<file path="config.mk">
export PLATFORM = sky130hd
export DESIGN_NAME = frame_stream_deframer_core_flat
export DESIGN_NICKNAME = d
export VERILOG_FILES = /design/src/fdf_pkg.sv /design/src/fdf_if.sv /design/src/fdf_byte_queue.sv /design/src/fdf_parser.sv /design/src/frame_stream_deframer_core.sv /design/src/flat_wrapper.sv
export SDC_FILE = /design/constraint.sdc
export NUM_CORES = 1
export LEC_CHECK = 0
export ABC_AREA = 1
export BUFFER_PORTS_ARGS = -buffer_cell sky130_fd_sc_hd__buf_2
export CAP_MARGIN = 10
export CORE_MARGIN = 3
export CORE_UTILIZATION = 52
export DETAILED_ROUTE_END_ITERATION = 10
export PLACE_DENSITY = 0.81
export REMOVE_ABC_BUFFERS = 1
export SLEW_MARGIN = 20
export SYNTH_ARGS = -nofsm -noshare
export SYNTH_HDL_FRONTEND = slang
export SYNTH_HIERARCHICAL = 1
export SYNTH_SLANG_ARGS = --single-unit
</file>
<file path="constraint.sdc">
create_clock -name clk -period 11.3 [get_ports clk]
set_input_delay 0.565 -clock clk [delete_from_list [all_inputs] [get_ports clk]]
set_output_delay 0.565 -clock clk [all_outputs]
set_load 0.01 [all_outputs]
</file>
<file path="src/fdf_pkg.sv">
// ----------------------------------------------------------------------------
// fdf_pkg
// shared types and constants for the frame stream deframer
// ----------------------------------------------------------------------------
package fdf_pkg;

  // intake queue depth between the byte front end and the parser
  localparam int QUEUE_DEPTH = 4;

  // configuration port
  localparam int CFG_DATA_W  = 16;
  localparam int CFG_INDEX_W = 1;

  typedef enum logic [CFG_INDEX_W-1:0] {
    REG_CONTROL_LEN_LIMIT = 1'b0,
    REG_FIELD_LEN_LIMIT   = 1'b1
  } reg_index_t;

  localparam logic [CFG_DATA_W-1:0] CONTROL_LEN_LIMIT_RESET = 16'd512;
  localparam logic [CFG_DATA_W-1:0] FIELD_LEN_LIMIT_RESET   = 16'd256;

  typedef struct packed {
    logic [CFG_DATA_W-1:0] control_len_limit;
    logic [CFG_DATA_W-1:0] field_len_limit;
  } cfg_t;

  // parser modes
  typedef enum logic [2:0] {
    MODE_CTRL_HDR  = 3'd0,
    MODE_FIELD_HDR = 3'd1,
    MODE_FIELD_PAY = 3'd2,
    MODE_FRAME_HDR = 3'd3,
    MODE_FRAME_PAY = 3'd4,
    MODE_DONE      = 3'd5,
    MODE_ERROR     = 3'd6
  } mode_t;

  // result event codes
  typedef enum logic [2:0] {
    EV_CONTROL     = 3'd0,
    EV_FIELD_HDR   = 3'd1,
    EV_FIELD_BYTE  = 3'd2,
    EV_FRAME_HDR   = 3'd3,
    EV_FRAME_BYTE  = 3'd4,
    EV_STOPPED     = 3'd5,
    EV_FINISHED    = 3'd6,
    EV_ERROR       = 3'd7
  } event_t;

  // control frame types
  localparam logic [31:0] CTRL_ACCEPT = 32'd1;
  localparam logic [31:0] CTRL_START  = 32'd2;
  localparam logic [31:0] CTRL_STOP   = 32'd3;
  localparam logic [31:0] CTRL_READY  = 32'd4;
  localparam logic [31:0] CTRL_FINISH = 32'd5;

  // field type for content type
  localparam logic [31:0] FIELD_CONTENT_TYPE = 32'd1;

  // header byte counts at which each header word completes
  localparam logic [3:0] HDR_WORD1_END = 4'd4;
  localparam logic [3:0] HDR_WORD2_END = 4'd8;
  localparam logic [3:0] HDR_WORD3_END = 4'd12;

  // control length taken by the type word, and field header overhead
  localparam logic [15:0] CTRL_TYPE_BYTES = 16'd4;
  localparam logic [32:0] FIELD_HDR_BYTES = 33'd8;

  typedef struct packed {
    event_t      event_res;
    logic [7:0]  payload_byte;
    logic        last_byte;
    logic [2:0]  control_kind;
    logic [31:0] item_length;
  } result_t;

endpackage

</file>
<file path="src/fdf_if.sv">
// ----------------------------------------------------------------------------
// fdf_if
// valid/ready channels for stream bytes and parser events
// ----------------------------------------------------------------------------
interface fdf_byte_if;
  logic       valid;
  logic       ready;
  logic [7:0] data_byte;

  modport source (output valid, output data_byte, input ready);
  modport sink   (input valid, input data_byte, output ready);
endinterface

interface fdf_event_if;
  logic        valid;
  logic        ready;
  logic [2:0]  event_res;
  logic [7:0]  payload_byte;
  logic        last_byte;
  logic [2:0]  control_kind;
  logic [31:0] item_length;

  modport source (output valid, output event_res, output payload_byte, output last_byte,
                  output control_kind, output item_length, input ready);
  modport sink   (input valid, input event_res, input payload_byte, input last_byte,
                  input control_kind, input item_length, output ready);
endinterface

</file>
<file path="src/fdf_byte_queue.sv">
// ----------------------------------------------------------------------------
// fdf_byte_queue
// short byte queue between the intake and the parser
// ----------------------------------------------------------------------------
module fdf_byte_queue #(
  parameter int DEPTH = fdf_pkg::QUEUE_DEPTH
) (
  input  logic       clk,
  input  logic       rst,
  input  logic       push_valid,
  output logic       push_ready,
  input  logic [7:0] push_data,
  output logic       pop_valid,
  input  logic       pop_ready,
  output logic [7:0] pop_data
);

  localparam int PTR_W = (DEPTH > 1) ? $clog2(DEPTH) : 1;
  localparam int CNT_W = $clog2(DEPTH + 1);

  logic [7:0]       entries [DEPTH];
  logic [PTR_W-1:0] wr_ptr;
  logic [PTR_W-1:0] rd_ptr;
  logic [CNT_W-1:0] count;
  logic             push;
  logic             pop;

  assign push_ready = (count != CNT_W'(DEPTH));
  assign pop_valid  = (count != '0);
  assign pop_data   = entries[rd_ptr];
  assign push       = push_valid && push_ready;
  assign pop        = pop_valid && pop_ready;

  always_ff @(posedge clk) begin
    if (push) begin
      entries[wr_ptr] <= push_data;
    end
  end

  always_ff @(posedge clk) begin
    if (rst) begin
      wr_ptr <= '0;
      rd_ptr <= '0;
      count  <= '0;
    end else begin
      if (push) begin
        wr_ptr <= (wr_ptr == PTR_W'(DEPTH - 1)) ? '0 : wr_ptr + 1'b1;
      end
      if (pop) begin
        rd_ptr <= (rd_ptr == PTR_W'(DEPTH - 1)) ? '0 : rd_ptr + 1'b1;
      end
      unique case ({push, pop})
        2'b10:   count <= count + 1'b1;
        2'b01:   count <= count - 1'b1;
        default: count <= count;
      endcase
    end
  end

endmodule

</file>
<file path="src/fdf_parser.sv">
// ----------------------------------------------------------------------------
// fdf_parser
// header assembly, frame checks and payload pass-through, one byte a cycle while the event output is not stalled
// ----------------------------------------------------------------------------
module fdf_parser (
  input  logic             clk,
  input  logic             rst,
  input  fdf_pkg::cfg_t    cfg,
  input  logic             byte_valid,
  output logic             byte_ready,
  input  logic [7:0]       byte_data,
  output logic             res_valid,
  input  logic             res_ready,
  output fdf_pkg::result_t res
);

  fdf_pkg::mode_t mode;
  fdf_pkg::mode_t mode_next;
  logic [3:0]     header_count;
  logic [3:0]     header_count_next;
  logic [31:0]    header_word;
  logic [31:0]    header_word_next;
  logic [15:0]    saved_length;
  logic [15:0]    saved_length_next;
  logic [15:0]    control_left;
  logic [15:0]    control_left_next;
  logic [31:0]    payload_left;
  logic [31:0]    payload_left_next;

  logic             advance;
  logic             step_valid;
  fdf_pkg::result_t step_res;

  logic [31:0] w;
  logic [3:0]  count_inc;
  logic [31:0] payload_dec;
  logic        payload_last;
  logic        kind_open;
  logic        kind_stop;
  logic        kind_finish;
  logic        escape_bad;
  logic        ctrl_len_bad;
  logic        field_type_bad;
  logic        field_len_bad;
  logic [32:0] field_need;
  logic        field_fit_bad;
  logic [15:0] field_left;

  // the parser moves when a byte waits and the result slot is free or draining
  assign advance    = byte_valid && (!res_valid || res_ready);
  assign byte_ready = !res_valid || res_ready;

  assign w            = {header_word[23:0], byte_data};
  assign count_inc    = header_count + 1'b1;
  assign payload_dec  = payload_left - 1'b1;
  assign payload_last = (payload_dec == '0);

  assign kind_open   = (w == fdf_pkg::CTRL_ACCEPT) || (w == fdf_pkg::CTRL_START) ||
                       (w == fdf_pkg::CTRL_READY);
  assign kind_stop   = (w == fdf_pkg::CTRL_STOP);
  assign kind_finish = (w == fdf_pkg::CTRL_FINISH);

  assign escape_bad     = (w != '0);
  assign ctrl_len_bad   = (w > {16'd0, cfg.control_len_limit});
  assign field_type_bad = (w != fdf_pkg::FIELD_CONTENT_TYPE);
  assign field_len_bad  = (w > {16'd0, cfg.field_len_limit});
  assign field_need     = {1'b0, w} + fdf_pkg::FIELD_HDR_BYTES;
  assign field_fit_bad  = ({17'd0, control_left} < field_need);
  assign field_left     = control_left - field_need[15:0];

  // next state
  always_comb begin
    mode_next         = mode;
    header_count_next = header_count;
    header_word_next  = header_word;
    saved_length_next = saved_length;
    control_left_next = control_left;
    payload_left_next = payload_left;
    unique case (mode)
      fdf_pkg::MODE_FIELD_PAY, fdf_pkg::MODE_FRAME_PAY: begin
        payload_left_next = payload_dec;
        if (payload_last) begin
          if (mode == fdf_pkg::MODE_FIELD_PAY && control_left != '0) begin
            mode_next = fdf_pkg::MODE_FIELD_HDR;
          end else begin
            mode_next = fdf_pkg::MODE_FRAME_HDR;
          end
        end
      end
      fdf_pkg::MODE_CTRL_HDR: begin
        header_word_next  = w;
        header_count_next = count_inc;
        priority if (count_inc == fdf_pkg::HDR_WORD1_END) begin
          if (escape_bad) begin
            mode_next         = fdf_pkg::MODE_ERROR;
            header_count_next = '0;
          end
        end else if (count_inc == fdf_pkg::HDR_WORD2_END) begin
          if (ctrl_len_bad) begin
            mode_next         = fdf_pkg::MODE_ERROR;
            header_count_next = '0;
          end else begin
            saved_length_next = w[15:0];
          end
        end else if (count_inc >= fdf_pkg::HDR_WORD3_END) begin
          header_count_next = '0;
          priority if (kind_open) begin
            if (saved_length > fdf_pkg::CTRL_TYPE_BYTES) begin
              mode_next         = fdf_pkg::MODE_FIELD_HDR;
              control_left_next = saved_length - fdf_pkg::CTRL_TYPE_BYTES;
            end else begin
              mode_next = fdf_pkg::MODE_FRAME_HDR;
            end
          end else if (kind_stop || kind_finish) begin
            mode_next = fdf_pkg::MODE_DONE;
          end else begin
            mode_next = fdf_pkg::MODE_ERROR;
          end
        end else begin
          mode_next = mode;
        end
      end
      fdf_pkg::MODE_FIELD_HDR: begin
        header_word_next  = w;
        header_count_next = count_inc;
        priority if (count_inc == fdf_pkg::HDR_WORD1_END) begin
          if (field_type_bad) begin
            mode_next         = fdf_pkg::MODE_ERROR;
            header_count_next = '0;
          end
        end else if (count_inc >= fdf_pkg::HDR_WORD2_END) begin
          header_count_next = '0;
          if (field_len_bad || field_fit_bad) begin
            mode_next = fdf_pkg::MODE_ERROR;
          end else begin
            control_left_next = field_left;
            payload_left_next = w;
            if (w != '0) begin
              mode_next = fdf_pkg::MODE_FIELD_PAY;
            end else if (field_left != '0) begin
              mode_next = fdf_pkg::MODE_FIELD_HDR;
            end else begin
              mode_next = fdf_pkg::MODE_FRAME_HDR;
            end
          end
        end else begin
          mode_next = mode;
        end
      end
      fdf_pkg::MODE_FRAME_HDR: begin
        header_word_next  = w;
        header_count_next = count_inc;
        if (count_inc >= fdf_pkg::HDR_WORD1_END) begin
          if (w == '0) begin
            // zero length word is the control escape
            mode_next         = fdf_pkg::MODE_CTRL_HDR;
            header_count_next = fdf_pkg::HDR_WORD1_END;
          end else begin
            header_count_next = '0;
            payload_left_next = w;
            mode_next         = fdf_pkg::MODE_FRAME_PAY;
          end
        end
      end
      default: begin
        mode_next = mode;
      end
    endcase
  end

  // result of the current byte
  always_comb begin
    step_valid            = 1'b0;
    step_res.event_res    = fdf_pkg::EV_ERROR;
    step_res.payload_byte = '0;
    step_res.last_byte    = 1'b0;
    step_res.control_kind = '0;
    step_res.item_length  = '0;
    unique case (mode)
      fdf_pkg::MODE_FIELD_PAY, fdf_pkg::MODE_FRAME_PAY: begin
        step_valid            = 1'b1;
        step_res.event_res    = (mode == fdf_pkg::MODE_FIELD_PAY) ?
                                fdf_pkg::EV_FIELD_BYTE : fdf_pkg::EV_FRAME_BYTE;
        step_res.payload_byte = byte_data;
        step_res.last_byte    = payload_last;
      end
      fdf_pkg::MODE_CTRL_HDR: begin
        priority if (count_inc == fdf_pkg::HDR_WORD1_END) begin
          step_valid = escape_bad;
        end else if (count_inc == fdf_pkg::HDR_WORD2_END) begin
          step_valid = ctrl_len_bad;
        end else if (count_inc >= fdf_pkg::HDR_WORD3_END) begin
          step_valid = 1'b1;
          priority if (kind_open) begin
            step_res.event_res    = fdf_pkg::EV_CONTROL;
            step_res.control_kind = w[2:0];
            step_res.item_length  = {16'd0, saved_length};
          end else if (kind_stop) begin
            step_res.event_res = fdf_pkg::EV_STOPPED;
          end else if (kind_finish) begin
            step_res.event_res = fdf_pkg::EV_FINISHED;
          end else begin
            step_res.event_res = fdf_pkg::EV_ERROR;
          end
        end else begin
          step_valid = 1'b0;
        end
      end
      fdf_pkg::MODE_FIELD_HDR: begin
        priority if (count_inc == fdf_pkg::HDR_WORD1_END) begin
          step_valid = field_type_bad;
        end else if (count_inc >= fdf_pkg::HDR_WORD2_END) begin
          step_valid = 1'b1;
          if (!(field_len_bad || field_fit_bad)) begin
            step_res.event_res   = fdf_pkg::EV_FIELD_HDR;
            step_res.item_length = w;
          end
        end else begin
          step_valid = 1'b0;
        end
      end
      fdf_pkg::MODE_FRAME_HDR: begin
        if (count_inc >= fdf_pkg::HDR_WORD1_END && w != '0) begin
          step_valid           = 1'b1;
          step_res.event_res   = fdf_pkg::EV_FRAME_HDR;
          step_res.item_length = w;
        end
      end
      default: begin
        // done and error modes answer every byte with an error
        step_valid = 1'b1;
      end
    endcase
  end

  always_ff @(posedge clk) begin
    if (rst) begin
      mode         <= fdf_pkg::MODE_CTRL_HDR;
      header_count <= '0;
      header_word  <= '0;
      saved_length <= '0;
      control_left <= '0;
      payload_left <= '0;
      res_valid    <= 1'b0;
    end else begin
      if (advance) begin
        mode         <= mode_next;
        header_count <= header_count_next;
        header_word  <= header_word_next;
        saved_length <= saved_length_next;
        control_left <= control_left_next;
        payload_left <= payload_left_next;
        res_valid    <= step_valid;
      end else if (res_ready) begin
        res_valid <= 1'b0;
      end
    end
  end

  always_ff @(posedge clk) begin
    if (advance && step_valid) begin
      res <= step_res;
    end
  end

endmodule

</file>
<file path="src/frame_stream_deframer_core.sv">
// ----------------------------------------------------------------------------
// frame_stream_deframer_core
// byte-serial reader for length-prefixed frames with escaped control frames
// ----------------------------------------------------------------------------
//
//   channel        dir   handshake      beat contents
//   byte_stream    sink  valid/ready    data_byte
//   event_stream   src   valid/ready    event_res, payload_byte, last_byte,
//                                       control_kind, item_length
//   config write   sink  write_en       reg_index, write_data
//
// one beat a cycle in, at most one event a cycle out; a byte goes from acceptance
// to its event through a queue slot, then the parser output register
// the parser loop over header and length state sets the one-byte-per-cycle pace
// rst is synchronous: queue emptied, parser back to control header mode,
// limits back to 512 and 256
// a stalled event stream holds the parser; the byte queue keeps taking beats
// until it fills, then drops byte_stream.ready
//
module frame_stream_deframer_core #(
  parameter int QUEUE_DEPTH = fdf_pkg::QUEUE_DEPTH
) (
  input  logic                           clk,
  input  logic                           rst,
  fdf_byte_if.sink                       byte_stream,
  fdf_event_if.source                    event_stream,
  input  logic                           write_en,
  input  logic [fdf_pkg::CFG_INDEX_W-1:0] reg_index,
  input  logic [fdf_pkg::CFG_DATA_W-1:0]  write_data
);

  fdf_pkg::cfg_t    cfg;
  fdf_pkg::result_t res;

  logic       q_valid;
  logic       q_ready;
  logic [7:0] q_data;

  // limit registers; the user must write them only while the block is idle, the block does not enforce it
  always_ff @(posedge clk) begin
    if (rst) begin
      cfg.control_len_limit <= fdf_pkg::CONTROL_LEN_LIMIT_RESET;
      cfg.field_len_limit   <= fdf_pkg::FIELD_LEN_LIMIT_RESET;
    end else if (write_en) begin
      unique case (fdf_pkg::reg_index_t'(reg_index))
        fdf_pkg::REG_CONTROL_LEN_LIMIT: cfg.control_len_limit <= write_data;
        fdf_pkg::REG_FIELD_LEN_LIMIT:   cfg.field_len_limit   <= write_data;
        default:                        cfg <= cfg;
      endcase
    end
  end

  // front: byte intake queue
  fdf_byte_queue #(
    .DEPTH(QUEUE_DEPTH)
  ) u_queue (
    .clk        (clk),
    .rst        (rst),
    .push_valid (byte_stream.valid),
    .push_ready (byte_stream.ready),
    .push_data  (byte_stream.data_byte),
    .pop_valid  (q_valid),
    .pop_ready  (q_ready),
    .pop_data   (q_data)
  );

  // back: header assembly, checks and payload pass-through
  fdf_parser u_parser (
    .clk        (clk),
    .rst        (rst),
    .cfg        (cfg),
    .byte_valid (q_valid),
    .byte_ready (q_ready),
    .byte_data  (q_data),
    .res_valid  (event_stream.valid),
    .res_ready  (event_stream.ready),
    .res        (res)
  );

  // result fields onto the event channel
  assign event_stream.event_res    = res.event_res;
  assign event_stream.payload_byte = res.payload_byte;
  assign event_stream.last_byte    = res.last_byte;
  assign event_stream.control_kind = res.control_kind;
  assign event_stream.item_length  = res.item_length;

endmodule

</file>
<file path="src/flat_wrapper.sv">
// flat-port wrapper written by rule: the top's interface ports become plain ports
module frame_stream_deframer_core_flat 
#(
  parameter int QUEUE_DEPTH = fdf_pkg::QUEUE_DEPTH
)
  (clk, rst, write_en, reg_index, write_data, byte_stream_valid, byte_stream_data_byte, byte_stream_ready, event_stream_valid, event_stream_event_res, event_stream_payload_byte, event_stream_last_byte, event_stream_control_kind, event_stream_item_length, event_stream_ready);
  fdf_byte_if byte_stream_i ();
  fdf_event_if event_stream_i ();
  input  logic clk;
  input  logic rst;
  input  logic write_en;
  input  logic [fdf_pkg::CFG_INDEX_W-1:0] reg_index;
  input  logic [fdf_pkg::CFG_DATA_W-1:0] write_data;
  input wire logic [$bits(byte_stream_i.valid)-1:0] byte_stream_valid;
  input wire logic [$bits(byte_stream_i.data_byte)-1:0] byte_stream_data_byte;
  output wire logic [$bits(byte_stream_i.ready)-1:0] byte_stream_ready;
  output wire logic [$bits(event_stream_i.valid)-1:0] event_stream_valid;
  output wire logic [$bits(event_stream_i.event_res)-1:0] event_stream_event_res;
  output wire logic [$bits(event_stream_i.payload_byte)-1:0] event_stream_payload_byte;
  output wire logic [$bits(event_stream_i.last_byte)-1:0] event_stream_last_byte;
  output wire logic [$bits(event_stream_i.control_kind)-1:0] event_stream_control_kind;
  output wire logic [$bits(event_stream_i.item_length)-1:0] event_stream_item_length;
  input wire logic [$bits(event_stream_i.ready)-1:0] event_stream_ready;
  assign byte_stream_i.valid = byte_stream_valid;
  assign byte_stream_i.data_byte = byte_stream_data_byte;
  assign byte_stream_ready = byte_stream_i.ready;
  assign event_stream_valid = event_stream_i.valid;
  assign event_stream_event_res = event_stream_i.event_res;
  assign event_stream_payload_byte = event_stream_i.payload_byte;
  assign event_stream_last_byte = event_stream_i.last_byte;
  assign event_stream_control_kind = event_stream_i.control_kind;
  assign event_stream_item_length = event_stream_i.item_length;
  assign event_stream_i.ready = event_stream_ready;
  frame_stream_deframer_core #(.QUEUE_DEPTH(QUEUE_DEPTH)) u_core (.clk(clk), .rst(rst), .byte_stream(byte_stream_i), .event_stream(event_stream_i), .write_en(write_en), .reg_index(reg_index), .write_data(write_data));
endmodule
</file>
==> out/results.txt <==
outcome: completed
crit-path most repeated cell: nand2_1
WL per Instance: 16.0 µm
total CTS buffers: 23
Worst setup EP type: flop
global-route wire length before repair: 56.4 mm
RSZ-0062 raised after global routing: false
Crit-path slowest cell: o22ai_1
critical path's top delay family: simple AND/OR/NAND/NOR gates
antenna cells: 0
Die Wd: 162 µm
FF-to-FF End: u_core/u_parser/payload_left[28]
CP cell instances: inv_2 -> o21ai_0 -> o22ai_1 -> ha_1 -> nand2_1 -> nor2_1 -> nand2_1 -> xor2_1 -> ha_1 -> nand2_1 -> nor2_1 -> and2_1 -> nand2_1 -> nand2_1 -> nand2_1 -> nand2_2 -> nand3_2 -> nand2_2 -> nand4_4 -> clkinv_2 -> nand2_1 -> a21oi_1
vias per inst: 5.53
Syn Std Cell Area: 0.0127 mm²
VDD IR-drop max: 226 µV
ys flop type: dfxtp_1
post-route ant nets: 0
die area: 0.0263 mm²
Syn Area/Cell: 7.09 µm²
CP Class: reg -> reg
#FFs+latches synth: 216
fraction of registers with async set/reset: 0
first-pass iteration count of the detailed router: 7
Initial Utilization: 0.535
worst path arrival time: 5610 ps
Clk Latency, worst-skew pair: 520 ps
max-cap viol count: 0
count leader, synth: nand2_1
CTS Sinks: 216
fin crit period: 5180 ps
Clock transition at path regs: 70 ps
nets: 1,942
antenna violations before repair: 0
CP Capture Point: u_core/u_parser/payload_left[28]
Tightest Pin Transition: 1080 ps
clock share of power: 0.147
WP depth: 22
Setup Skew: 23.6 ps
maximum clock rate: 0.193 GHz
Synth area leaders: dfxtp_1, edfxtp_1, nand2_1
library cells used by synthesis: 49
top-area cell type share of the netlist area: 0.216
power per cell area: 341 mW/mm²
routed wire length: 34.9 mm
gate count of the mapped netlist: 1,791
vias: 12,100
DRC: 0
Global Route Usage Sum: 0.261
CTS tree: built
Worst slew margin: 0.277
IO Port Bufs: 78
register area share after synthesis: 0.403
cells on worst reg2reg path: 22
Reg2Reg Setup Slack: 6120 ps
final setup TNS: 0 ps
Psw: 2.49 mW
final worst-path cycle share: 0.459
Combinational Power Share: 0.612
Clk Tree Root Cell: clkbuf_16
PostCTS Resize Cnt: 0
Final Hold Vio Count: 0
P&R area growth vs syn: 10.1%
CTS Buffer Depth: 3
number of H-tree levels: 1
core footprint: 0.0238 mm²
Critical Path RT: 11,730 ps
Place WS: 6250 ps
P_leak: 6.32 nW
# Post-CTS Setup Buffers: 0
grt ovf: 0
CP max FO: 33
placed cells: 2,143
CTS Hold Bufs: 0
Seq pwr share: 0.242
Setup Viol. Count Final: 0
internal power: 2.28 mW
Switching Fraction: 0.523
CP max stage delay: 700 ps
Yosys Warn Count: 6
share of layout cells above drive strength 1: 0.0863
DR iter-0 viols: 1,102
number of global-route vias before repair: 11,200
I/O pin cnt: 79
crit path buf inv count: 2
Yosys top cell by area: dfxtp_1
Post-synth EDFFs: 79
Rows: 56
Worst Hold Class: in -> reg
largest net degree at the start of global routing: 62
Max Slew Vio Count: 0
Layout Cells excl Fill: 2,185
DIE HEIGHT: 162 µm
dpl hpwl: 25.8 mm
gpl congestion: 0.966
most common library cells after synthesis: nand2_1, nor2_1, inv_1, dfxtp_1, a21oi_1
crit path launch type: flop
setup ws final: 6120 ps
## registers in the layout (all words and copies together), names as in the netlist, named ones only
| register | count |
|---|---|
| u_core/u_parser/res_valid | 1 |
| u_core/cfg | 32 |
| u_core/u_queue/rd_ptr | 2 |
| u_core/u_parser/control_left | 16 |
| u_core/u_parser/res | 47 |
| u_core/u_queue/wr_ptr | 2 |
| u_core/u_parser/saved_length | 16 |
| u_core/u_parser/payload_left | 32 |
| u_core/u_parser/header_count | 4 |
| u_core/u_queue/entries | 32 |
| u_core/u_parser/mode | 3 |
| u_core/u_queue/count | 3 |
| u_core/u_parser/header_word | 24 |
## stage by stage
step	cell area [µm²]	power (mW)	hold slack, ps	utilization
final	14000	4.77	259	0.589
after global placement	13300	3.97	458	0.559
after CTS	14000	4.73	248	0.589
after global routing	14000	5.24	264	0.589
after detailed placement	13300	4.02	460	0.559
after floorplan	12400	3.21	442	-
## final cells by class
| type | instances | area, µm² |
|---|---|---|
| inverters | 234 | 881 |
| fillers | 2171 | 9770 |
| multi-input cells | 1287 | 6430 |
| repair buffers | 87 | 458 |
| flip-flops and latches | 216 | 5110 |
| clock inverters | 18 | 121 |
| well taps | 319 | 399 |
| clock buffers | 24 | 579 |
## worst min path at each step
stage	from	end	slack, ps	cells past startpoint
2_1_floorplan	u_core/cfg[8]	u_core/cfg[8]	440	2
3_3_place_gp	u_core/cfg[8]	u_core/cfg[8]	460	2
4_1_cts	write_data[8]	u_core/cfg[8]	250	3
5_1_grt	byte_stream_data_byte[5]	u_core/u_queue/entries[3][5]	260	1
3_5_place_dp	u_core/cfg[8]	u_core/cfg[8]	460	2
6_report	write_data[8]	u_core/cfg[8]	260	3
## cell families after synthesis
| group | after synthesis | share of synthesized area |
|---|---|---|
| and+or+nand+nor | 892 | 0.291 |
| AOI/OAI and AO/OA | 301 | 0.129 |
| buffers and inverters | 288 | 0.0912 |
| DFF | 216 | 0.403 |
| adders and majority gates | 63 | 0.0632 |
| xor gates and xnor gates | 30 | 0.0213 |
| muxes | 1 | 0.000788 |
## metal layers
| metal | GRT usage | part of all wire | vias up |
|---|---|---|---|
| met5 | 0 | 0 | - |
| met3 | 0.0375 | 0.073 | 85 |
| met1 | 0.360 | 0.44 | 5521 |
| met4 | 0.0756 | 0.030 | 0 |
| li1 | - | - | 5959 |
| met2 | 0.429 | 0.46 | 523 |
## worst reg2reg max path: stages (launching register included)
cell	delay, ps
dfxtp_1	490
inv_2	300
o21ai_0	150
o22ai_1	700
ha_1	330
nand2_1	60
nor2_1	210
nand2_1	170
xor2_1	180
ha_1	370
nand2_1	120
nor2_1	150
and2_1	130
nand2_1	60
nand2_1	90
nand2_1	70
nand2_2	100
nand3_2	90
nand2_2	140
nand4_4	410
clkinv_2	520
nand2_1	120
a21oi_1	150
## cells in the final DEF, fill, tap and decap left out, types with 26 or more instances in the layout
cell        n
a21oi_1   113
buf_2      78
dfxtp_1   137
edfxtp_1   79
ha_1       61
inv_1     222
nand2_1   427
nand3_1    85
nor2_1    297
o21ai_0   103
xor2_1     26
## power by group through the flow
| stage | logic, mW | registers [mW] | clock network (mW) |
|---|---|---|---|
| detailed placement | 2.86 | 1.16 | 0 |
| global route | 3.33 | 1.17 | 0.744 |
| finish | 2.92 | 1.15 | 0.698 |
| floorplan | 2.09 | 1.13 | 0 |
| global placement | 2.81 | 1.16 | 0 |
| CTS | 2.88 | 1.15 | 0.709 |
Note: power is estimated with default switching activity, not from simulation.
